`src/hw/rtl/bcs_pkg.sv`:
```
// Shared types, register indexes and reset values for the charge sequencer.
// No dependencies; used by bcs_step and battery_charge_sequencer.
`timescale 1ns / 1ps

package bcs_pkg;

    // Sequence states, one-hot
    typedef enum logic [7:0] {
        PH_INIT         = 8'b0000_0001,
        PH_WAIT_INIT    = 8'b0000_0010,
        PH_WAIT_ENABLE  = 8'b0000_0100,
        PH_WAIT_CHARGER = 8'b0000_1000,
        PH_SETTLE       = 8'b0001_0000,
        PH_CHARGING     = 8'b0010_0000,
        PH_FINISHED     = 8'b0100_0000,
        PH_ERROR        = 8'b1000_0000
    } t_phase;

    // Reported state codes
    localparam logic [2:0] CODE_INIT         = 3'd0;
    localparam logic [2:0] CODE_WAIT_INIT    = 3'd1;
    localparam logic [2:0] CODE_WAIT_ENABLE  = 3'd2;
    localparam logic [2:0] CODE_WAIT_CHARGER = 3'd3;
    localparam logic [2:0] CODE_SETTLE       = 3'd4;
    localparam logic [2:0] CODE_CHARGING     = 3'd5;
    localparam logic [2:0] CODE_FINISHED     = 3'd6;
    localparam logic [2:0] CODE_ERROR        = 3'd7;

    // Configuration register indexes
    localparam int unsigned CFG_IDX_W = 3;
    localparam logic [CFG_IDX_W-1:0] CFG_INIT_DELAY      = 3'd0;
    localparam logic [CFG_IDX_W-1:0] CFG_SETTLE          = 3'd1;
    localparam logic [CFG_IDX_W-1:0] CFG_CHARGER_PRESENT = 3'd2;
    localparam logic [CFG_IDX_W-1:0] CFG_START_LIMIT     = 3'd3;
    localparam logic [CFG_IDX_W-1:0] CFG_FULL            = 3'd4;
    localparam logic [CFG_IDX_W-1:0] CFG_MIN_CURRENT     = 3'd5;

    // Reset values
    localparam logic [31:0] RST_INIT_DELAY_TICKS   = 32'd10000;
    localparam logic [31:0] RST_SETTLE_TICKS       = 32'd1000;
    localparam logic [15:0] RST_CHARGER_PRESENT_MV = 16'd20000;
    localparam logic [15:0] RST_START_LIMIT_MV     = 16'd40000;
    localparam logic [15:0] RST_FULL_MV            = 16'd41000;
    localparam logic [14:0] RST_MIN_CURRENT_MA     = 15'd500;

    // Stream widths (fields packed from bit 0, padded to bytes)
    localparam int unsigned IN_BITS  = 98;
    localparam int unsigned IN_W     = 104;
    localparam int unsigned OUT_BITS = 22;
    localparam int unsigned OUT_W    = 24;

    typedef struct packed {
        logic [31:0] init_delay_ticks;
        logic [31:0] settle_ticks;
        logic [15:0] charger_present_mv;
        logic [15:0] start_limit_mv;
        logic [15:0] full_mv;
        logic [14:0] min_current_ma;
    } t_cfg;

    typedef struct packed {
        logic               bms_permit;
        logic signed [15:0] filtered_ma;
        logic signed [15:0] charge_ma;
        logic [15:0]        bus_mv;
        logic [15:0]        charger_mv;
        logic               charge_enable;
        logic [31:0]        now_ticks;
    } t_item;

    typedef struct packed {
        logic signed [15:0] offset_ma;
        logic               offset_valid;
        logic               motor_lock_request;
        logic               relay_on;
        logic [2:0]         state_code;
    } t_result;

    function automatic logic [2:0] phase_code(input t_phase ph);
        logic [2:0] c;
        case (ph)
            PH_INIT:         c = CODE_INIT;
            PH_WAIT_INIT:    c = CODE_WAIT_INIT;
            PH_WAIT_ENABLE:  c = CODE_WAIT_ENABLE;
            PH_WAIT_CHARGER: c = CODE_WAIT_CHARGER;
            PH_SETTLE:       c = CODE_SETTLE;
            PH_CHARGING:     c = CODE_CHARGING;
            PH_FINISHED:     c = CODE_FINISHED;
            default:         c = CODE_ERROR;
        endcase
        return c;
    endfunction

endpackage

```
`src/hw/rtl/bcs_step.sv`:
```
// One evaluation step of the charge sequence: next state, timestamp, relay and result.
// Depends on bcs_pkg.
`timescale 1ns / 1ps

module bcs_step (
    input  bcs_pkg::t_item   i_item,
    input  bcs_pkg::t_cfg    i_cfg,
    input  bcs_pkg::t_phase  i_phase,
    input  logic [31:0]      i_start_time,
    input  logic             i_relay,
    output bcs_pkg::t_phase  o_phase,
    output logic [31:0]      o_start_time,
    output logic             o_relay,
    output bcs_pkg::t_result o_result
);
    import bcs_pkg::*;

    t_phase      w_phase;
    logic [31:0] w_elapsed;
    logic        w_lock;
    logic        w_offv;

    // wrapping difference
    assign w_elapsed = i_item.now_ticks - i_start_time;

    always_comb begin
        w_phase      = i_item.charge_enable ? i_phase : PH_WAIT_ENABLE;
        o_phase      = w_phase;
        o_start_time = i_start_time;
        o_relay      = i_relay;
        w_lock       = 1'b0;
        w_offv       = 1'b0;
        case (w_phase)
            PH_INIT: begin
                o_relay      = 1'b0;
                o_start_time = i_item.now_ticks;
                o_phase      = PH_WAIT_INIT;
            end
            PH_WAIT_INIT: begin
                if (w_elapsed > i_cfg.init_delay_ticks) begin
                    o_phase = PH_WAIT_CHARGER;
                end
            end
            PH_WAIT_ENABLE: begin
                if (i_item.charge_enable) begin
                    o_phase = PH_INIT;
                end
            end
            PH_WAIT_CHARGER: begin
                w_offv = 1'b1;
                w_lock = (i_item.charger_mv > i_cfg.charger_present_mv);
                if (i_item.charger_mv > i_item.bus_mv &&
                    i_item.bus_mv < i_cfg.start_limit_mv) begin
                    o_relay      = 1'b1;
                    o_start_time = i_item.now_ticks;
                    o_phase      = PH_SETTLE;
                end
            end
            PH_SETTLE: begin
                // full voltage wins over the settle timeout
                if (i_item.bus_mv >= i_cfg.full_mv) begin
                    o_relay = 1'b0;
                    o_phase = PH_FINISHED;
                end else if (w_elapsed > i_cfg.settle_ticks) begin
                    o_phase = PH_CHARGING;
                end
            end
            PH_CHARGING: begin
                if (i_item.bus_mv >= i_cfg.full_mv ||
                    i_item.charge_ma < $signed({1'b0, i_cfg.min_current_ma}) ||
                    !i_item.bms_permit) begin
                    o_relay = 1'b0;
                    o_phase = PH_FINISHED;
                end
            end
            default: begin
                // finished and error
                if (i_item.charger_mv < i_cfg.charger_present_mv) begin
                    o_phase = PH_WAIT_CHARGER;
                end
            end
        endcase
    end

    always_comb begin
        o_result.state_code         = phase_code(o_phase);
        o_result.relay_on           = o_relay;
        o_result.motor_lock_request = w_lock;
        o_result.offset_valid       = w_offv;
        o_result.offset_ma          = w_offv ? i_item.filtered_ma : 16'sd0;
    end

endmodule

```
`src/hw/rtl/battery_charge_sequencer.sv`:
```
// Top level of the battery charge sequencer: stream ports, config registers, pipeline.
// Depends on bcs_pkg and bcs_step.
`timescale 1ns / 1ps

// Each input word is one periodic evaluation; each produces exactly one result
// word, in order. A word is captured into an input register, evaluated against
// the sequence state in one pass of compare logic (one 32-bit wrapping subtract
// and compare sets the path), and the result lands in an output register, so
// the block takes one word per clock while results are accepted; a result word
// turns valid when its word moves from the input register to the output
// register. While a result word waits unaccepted, the input register takes one
// more word and then holds ready low until the result leaves; ready on the input
// side follows the result-side ready in the same cycle. Configuration writes
// take effect on the next clock; write them only while no evaluation is in flight.
// Register indexes 0..5 are init delay, settle time, charger-present voltage,
// start limit, full voltage and minimum current; other indexes are ignored.
module battery_charge_sequencer (
    input  logic                         i_clk,
    input  logic                         i_rst_n,
    // configuration
    input  logic                         i_cfg_we,
    input  logic [bcs_pkg::CFG_IDX_W-1:0] i_cfg_idx,
    input  logic [31:0]                  i_cfg_wdata,
    // input stream
    input  logic                         s_axis_tvalid,
    output logic                         s_axis_tready,
    // now_ticks[31:0], charge_enable[32], charger_mv[48:33], bus_mv[64:49],
    // charge_ma[80:65], filtered_ma[96:81], bms_permit[97], zero pad
    input  logic [bcs_pkg::IN_W-1:0]     s_axis_tdata,
    // result stream
    output logic                         m_axis_tvalid,
    input  logic                         m_axis_tready,
    // state_code[2:0], relay_on[3], motor_lock_request[4], offset_valid[5],
    // offset_ma[21:6], zero pad
    output logic [bcs_pkg::OUT_W-1:0]    m_axis_tdata
);
    import bcs_pkg::*;

    t_cfg        r_cfg;
    t_phase      r_phase;
    t_phase      n_phase;
    logic [31:0] r_start_time;
    logic [31:0] n_start_time;
    logic        r_relay;
    logic        n_relay;

    logic        r_in_valid;
    t_item       r_in;
    logic        r_out_valid;
    t_result     r_out;
    t_result     n_out;

    logic        w_advance;

    // move the held word to the result register when that slot is free
    assign w_advance     = r_in_valid && (!r_out_valid || m_axis_tready);
    assign s_axis_tready = !r_in_valid || w_advance;

    // ---- configuration registers
    always_ff @(posedge i_clk) begin
        if (!i_rst_n) begin
            r_cfg.init_delay_ticks   <= RST_INIT_DELAY_TICKS;
            r_cfg.settle_ticks       <= RST_SETTLE_TICKS;
            r_cfg.charger_present_mv <= RST_CHARGER_PRESENT_MV;
            r_cfg.start_limit_mv     <= RST_START_LIMIT_MV;
            r_cfg.full_mv            <= RST_FULL_MV;
            r_cfg.min_current_ma     <= RST_MIN_CURRENT_MA;
        end else if (i_cfg_we) begin
            case (i_cfg_idx)
                CFG_INIT_DELAY:      r_cfg.init_delay_ticks   <= i_cfg_wdata;
                CFG_SETTLE:          r_cfg.settle_ticks       <= i_cfg_wdata;
                CFG_CHARGER_PRESENT: r_cfg.charger_present_mv <= i_cfg_wdata[15:0];
                CFG_START_LIMIT:     r_cfg.start_limit_mv     <= i_cfg_wdata[15:0];
                CFG_FULL:            r_cfg.full_mv            <= i_cfg_wdata[15:0];
                CFG_MIN_CURRENT:     r_cfg.min_current_ma     <= i_cfg_wdata[14:0];
                default: ;           // drop writes to unused indexes
            endcase
        end
    end

    // ---- input register
    always_ff @(posedge i_clk) begin
        if (!i_rst_n) begin
            r_in_valid <= 1'b0;
        end else if (s_axis_tready) begin
            r_in_valid <= s_axis_tvalid;
        end
    end

    always_ff @(posedge i_clk) begin
        if (s_axis_tvalid && s_axis_tready) begin
            r_in <= t_item'(s_axis_tdata[IN_BITS-1:0]);
        end
    end

    // ---- evaluation
    bcs_step u_step (
        .i_item       (r_in),
        .i_cfg        (r_cfg),
        .i_phase      (r_phase),
        .i_start_time (r_start_time),
        .i_relay      (r_relay),
        .o_phase      (n_phase),
        .o_start_time (n_start_time),
        .o_relay      (n_relay),
        .o_result     (n_out)
    );

    // ---- sequence state, advanced once per evaluated word
    always_ff @(posedge i_clk) begin
        if (!i_rst_n) begin
            r_phase      <= PH_INIT;
            r_start_time <= '0;
            r_relay      <= 1'b0;
        end else if (w_advance) begin
            r_phase      <= n_phase;
            r_start_time <= n_start_time;
            r_relay      <= n_relay;
        end
    end

    // ---- result register
    always_ff @(posedge i_clk) begin
        if (!i_rst_n) begin
            r_out_valid <= 1'b0;
        end else if (w_advance) begin
            r_out_valid <= 1'b1;
        end else if (m_axis_tready) begin
            r_out_valid <= 1'b0;
        end
    end

    always_ff @(posedge i_clk) begin
        if (w_advance) begin
            r_out <= n_out;
        end
    end

    assign m_axis_tvalid = r_out_valid;
    assign m_axis_tdata  = {{(OUT_W - OUT_BITS){1'b0}}, r_out};

    // ---- checks
    a_offset_only_waiting: assert property (@(posedge i_clk) disable iff (!i_rst_n)
        (r_out_valid && r_out.offset_valid) |->
            (r_out.state_code == CODE_WAIT_CHARGER || r_out.state_code == CODE_SETTLE))
        else $error("offset capture outside wait-charger step");

    a_relay_states: assert property (@(posedge i_clk) disable iff (!i_rst_n)
        (r_out_valid && r_out.relay_on) |->
            (r_out.state_code == CODE_SETTLE || r_out.state_code == CODE_CHARGING ||
             r_out.state_code == CODE_WAIT_ENABLE || r_out.state_code == CODE_INIT))
        else $error("relay on in a state that cannot drive it");

    a_advance_fills_out: assert property (@(posedge i_clk) disable iff (!i_rst_n)
        w_advance |=> r_out_valid)
        else $error("evaluated word did not reach the result register");

    a_state_tracks_out: assert property (@(posedge i_clk) disable iff (!i_rst_n)
        w_advance |=> (r_out.state_code == phase_code(r_phase) && r_out.relay_on == r_relay))
        else $error("result disagrees with sequence state");

endmodule
```
`config.mk`:
```
export PLATFORM = sky130hd
export DESIGN_NAME = battery_charge_sequencer
export DESIGN_NICKNAME = d
export VERILOG_FILES = /design/src/hw/rtl/bcs_pkg.sv /design/src/hw/rtl/bcs_step.sv /design/src/hw/rtl/battery_charge_sequencer.sv
export SDC_FILE = /design/constraint.sdc
export NUM_CORES = 1
export LEC_CHECK = 0
export ABC_AREA = 0
export BUFFER_PORTS_ARGS = -buffer_cell sky130_fd_sc_hd__buf_2
export CORE_MARGIN = 2
export CORE_UTILIZATION = 50
export DETAILED_ROUTE_END_ITERATION = 8
export PLACE_DENSITY = 0.7
export SLEW_MARGIN = 40
export SYNTH_ARGS = -nofsm -noshare
export SYNTH_HDL_FRONTEND = slang
export SYNTH_SLANG_ARGS = --single-unit
```
`constraint.sdc`:
```
create_clock -name i_clk -period 6.9 [get_ports i_clk]
set_input_delay 0.345 -clock i_clk [delete_from_list [all_inputs] [get_ports i_clk]]
set_output_delay 0.345 -clock i_clk [all_outputs]
set_load 0.01 [all_outputs]
```
==> flow_summary_export.csv <==
group,metric,value,unit
cells_and_area,fillers,2704,
yosys,ys.flop_type,"dfxtp_1",
sta,tightest_slew,817,ps
floorplan,die_h,181,um
sta,min_period,6230,ps
worst_setup_path,crit-reg2reg-launch,"r_in[1]$_DFFE_PP_",
placed_design,gp_congestion,0.891,
sta,post-route-period-util,0.904,
floorplan,coreArea,0.0307,mm2
cells_and_area,antenna_cells,0,
power_and_ir_drop,power.share.switching,0.258,
grt,grt_first_pass_wirelength,61.0,mm
floorplan,pin_count,170,
clock_tree,cts_setup_buffers,0,
sta,drv_slew,0,
routing,vias,12500,
worst_setup_path,r2r_cells,22,
clock_tree,cts-root-buf,"clkbuf_16",
routing,wl_per_cell,16.0,um
sta,slew_headroom,0.455,
grt,grt-ovfl-total,0,
worst_setup_path,r2r_setup_slack,670,ps
placed_design,hpwl,26.5,mm
worst_setup_path,critical_path_required,7320,ps
routing,drt_iter0_drc,740,
cells_and_area,design_area,0.0189,mm2
cells_and_area,mostFrequentLayoutCell,"nand2_1",
routing,ant_nets,0,
yosys,postSynth.asyncResetShare,0,
sta,fmax,0.160,GHz
routing,vias_per_cell,5.32,
cells_and_area,finalNetCount,2242,
worst_setup_path,endpoint,"m_axis_tdata[0]$_DFFE_PP_",
floorplan,std_cell_rows,64,
worst_setup_path,worst_path_max_delay_cell,"a2111oi_1",
yosys,ys_ff_latch,290,
power_and_ir_drop,ir_worst_vdd,0.235,mV
grt,grt_util_met2,0.402,
sta,finClkSkew,10.5,ps
sta,rsz0062_at_grt,"false",
min_path,whs_path_depth,3,
yosys,synthDominantCellAreaShare,0.229,
yosys,synthCells,1687,
worst_setup_path,criticalPathCategory,"reg -> reg",
clock_tree,cts_buffers,31,
placed_design,pre_cts_slack,483,ps
clock_tree,insertion_delay,570,ps
worst_setup_path,critical_path.max_stage_delay,570,ps
cells_and_area,final-seq-area,0.00701,mm2
cells_and_area,syn_to_final_growth,20.2,%
placed_design,portBuffers,161,
routing,wl,37.6,mm
sta,fin_ws,665,ps
clock_tree,cts_htree_levels,1,
yosys,synth.area.top_cells,"edfxtp_1, dfxtp_1, ha_1, nand2_1, a21boi_0",
grt,grt_max_degree,120,
power_and_ir_drop,pwr-share-seq,0.443,
yosys,synth-edff-count,120,
power_and_ir_drop,cellPowerDensity,227,mW/mm2
cells_and_area,multi_input_area,0.00776,mm2
worst_setup_path,cp_max_fo,4,
yosys,synth.avg_cell_area,9.32,um2
floorplan,die_area,0.0329,mm2
min_path,hold_path_class,"in -> reg",
grt,grt_usage,0.227,
power_and_ir_drop,clock_power_share,0.397,
status,status,"complete, no violations",
grt,use_met3,0.0363,
sta,hold_viol_final,0,
routing,drc,0,
worst_setup_path,cp-end-kind,"flop",
yosys,syn-cell-area,0.0157,mm2
yosys,yosysTopAreaCell,"edfxtp_1",
floorplan,die_x,181,um
worst_setup_path,critPathLaunchType,"flop",
cells_and_area,drive_gt1_frac,0.133,
grt,top_usage_layer,"met2",
clock_tree,cts.sink_count,290,
power_and_ir_drop,cellLeakagePower,7.58,nW
cells_and_area,mostFrequentLayoutCells,"nand2_1, inv_1, ha_1",
yosys,ys_types,78,
clock_tree,tritoncts,"built",
placed_design,placed_area,0.0168,mm2
clock_tree,path_clk_slew,70,ps
worst_setup_path,path_cells,"ha_1, nor2b_1, o2111a_1, o31ai_1, a41oi_1, o2111ai_1, nand3_1, a211oi_2, o21a_1, o21ai_0, xor2_1, ha_1, a41oi_1, o21ai_0, a2111oi_1, nand2b_1, o31a_1, nor2_1, o31ai_1, a31oi_1, mux2_2, a31oi_1",
sta,setup_viol,0,
yosys,yosys_warnings,0,
worst_setup_path,critical_path.reg2reg.endpoint,"m_axis_tdata[0]$_DFFE_PP_",
power_and_ir_drop,p_int,0.00318,W
yosys,synth_seq_area_share,0.446,
worst_setup_path,critPathArrivalTime,6650,ps
clock_tree,clk_path_buf_depth,3,
cells_and_area,final_cells,2346,
grt,antenna_found_initial,0,
placed_design,dp_cells,2189,
job,drv_cap,0,
power_and_ir_drop,switchingPower,0.00110,W
worst_setup_path,crit_start,"r_in[1]$_DFFE_PP_",
grt,grt_pass1_vias,12400,
sta,setup_tns,0,ps
power_and_ir_drop,combPwrFrac,0.160,
routing,dr.pass1.iters,5,
power_and_ir_drop,power,0.00428,W
grt,grt_use_met1,0.283,
floorplan,start_util,0.511,
[what timing repair did]
action | 4_1_cts | 5_1_grt
gates resized for setup | 0 | 2
setup endpoints to repair | 0 | 2
hold buffers | 99 | 0
hold endpoints to repair | 99 | 0
[worst max-delay path: cells and delay by family (launching register included)]
kind / cells / cell delay, ps
compound gates: 14 / 3670
xor+xnor: 1 / 260
fa+ha+maj: 2 / 620
flops: 1 / 440
mux: 1 / 370
simple gates: 4 / 720
[how the worst min path moves through the flow]
stage	from	to	slack [ps]
after floorplan	r_relay$_SDFFE_PN0P_	r_relay$_SDFFE_PN0P_	430
after global placement	r_relay$_SDFFE_PN0P_	r_relay$_SDFFE_PN0P_	450
after detailed placement	r_cfg[31]$_SDFFE_PN0P_	r_cfg[31]$_SDFFE_PN0P_	450
after CTS	i_cfg_wdata[26]	r_cfg[89]$_SDFFE_PN0P_	20
after global routing	i_cfg_wdata[27]	r_cfg[90]$_SDFFE_PN0P_	30
final	i_cfg_wdata[26]	r_cfg[89]$_SDFFE_PN0P_	30
[routing by layer]
metal / part of all wire / wire length, um
met1: 0.44 / 16500
met2: 0.49 / 18300
met3: 0.045 / 1700
met4: 0.030 / 1140
met5: 0 / 0
[registers in the layout (all words and copies together) (netlist names)]
name and cells:
m_axis_tvalid 1, r_phase 8, r_cfg 127, r_in_valid 1, r_relay 1, m_axis_tdata 22, r_start_time 32, r_in 98
[logic make-up (layout without fill, tap and decap cells)]
group           Yosys count  in the layout  synth area share
compound gates          392            392             0.170
xor+xnor                 28             28            0.0156
fa+ha+maj               173            173             0.138
buf+inv                 254            516            0.0647
flops                   290            290             0.446
mux                       5              5           0.00326
other cells               1              2          0.000239
simple gates            544            544             0.162
[layout make-up]
cell class              instances  share of cell area
clock inverters                 8             0.00437
inverters                     191              0.0380
well taps                     396              0.0262
multi-input cells            1144               0.410
clock buffers                  50              0.0522
repair buffers                267              0.0984
flip-flops and latches        290               0.371
[metrics by stage]
stage                     hold slack, ps  utilization
after floorplan                      435            -
after global placement               447        0.547
after detailed placement             454        0.547
after CTS                           18.1        0.614
after global routing                31.1        0.615
final                               29.5        0.615
[synth_stat cells (all sizes together) (7+ instances only)]
cell      n
xor2     11
dfxtp   170
edfxtp  120
o211ai   39
a21oi    94
clkbuf   56
ha      172
nor2     68
nand2   275
inv     190
o21a      9
o21ai    48
nand4    26
buf       7
nor2b    49
xnor2    17
and2     21
a21o     30
a211oi   14
a31oi    10
nand3    32
nand2b   12
nor3     22
a21boi  101
or2      10
[power by group through the flow]
stage               logic [W]  registers [W]  clock network, W
floorplan            0.000444        0.00192                 0
global placement     0.000608        0.00193                 0
detailed placement   0.000633        0.00193                 0
CTS                  0.000681        0.00190           0.00173
global route         0.000770        0.00190           0.00180
finish               0.000685        0.00190           0.00170
No activity file was read; power rests on OpenSTA's default activity.
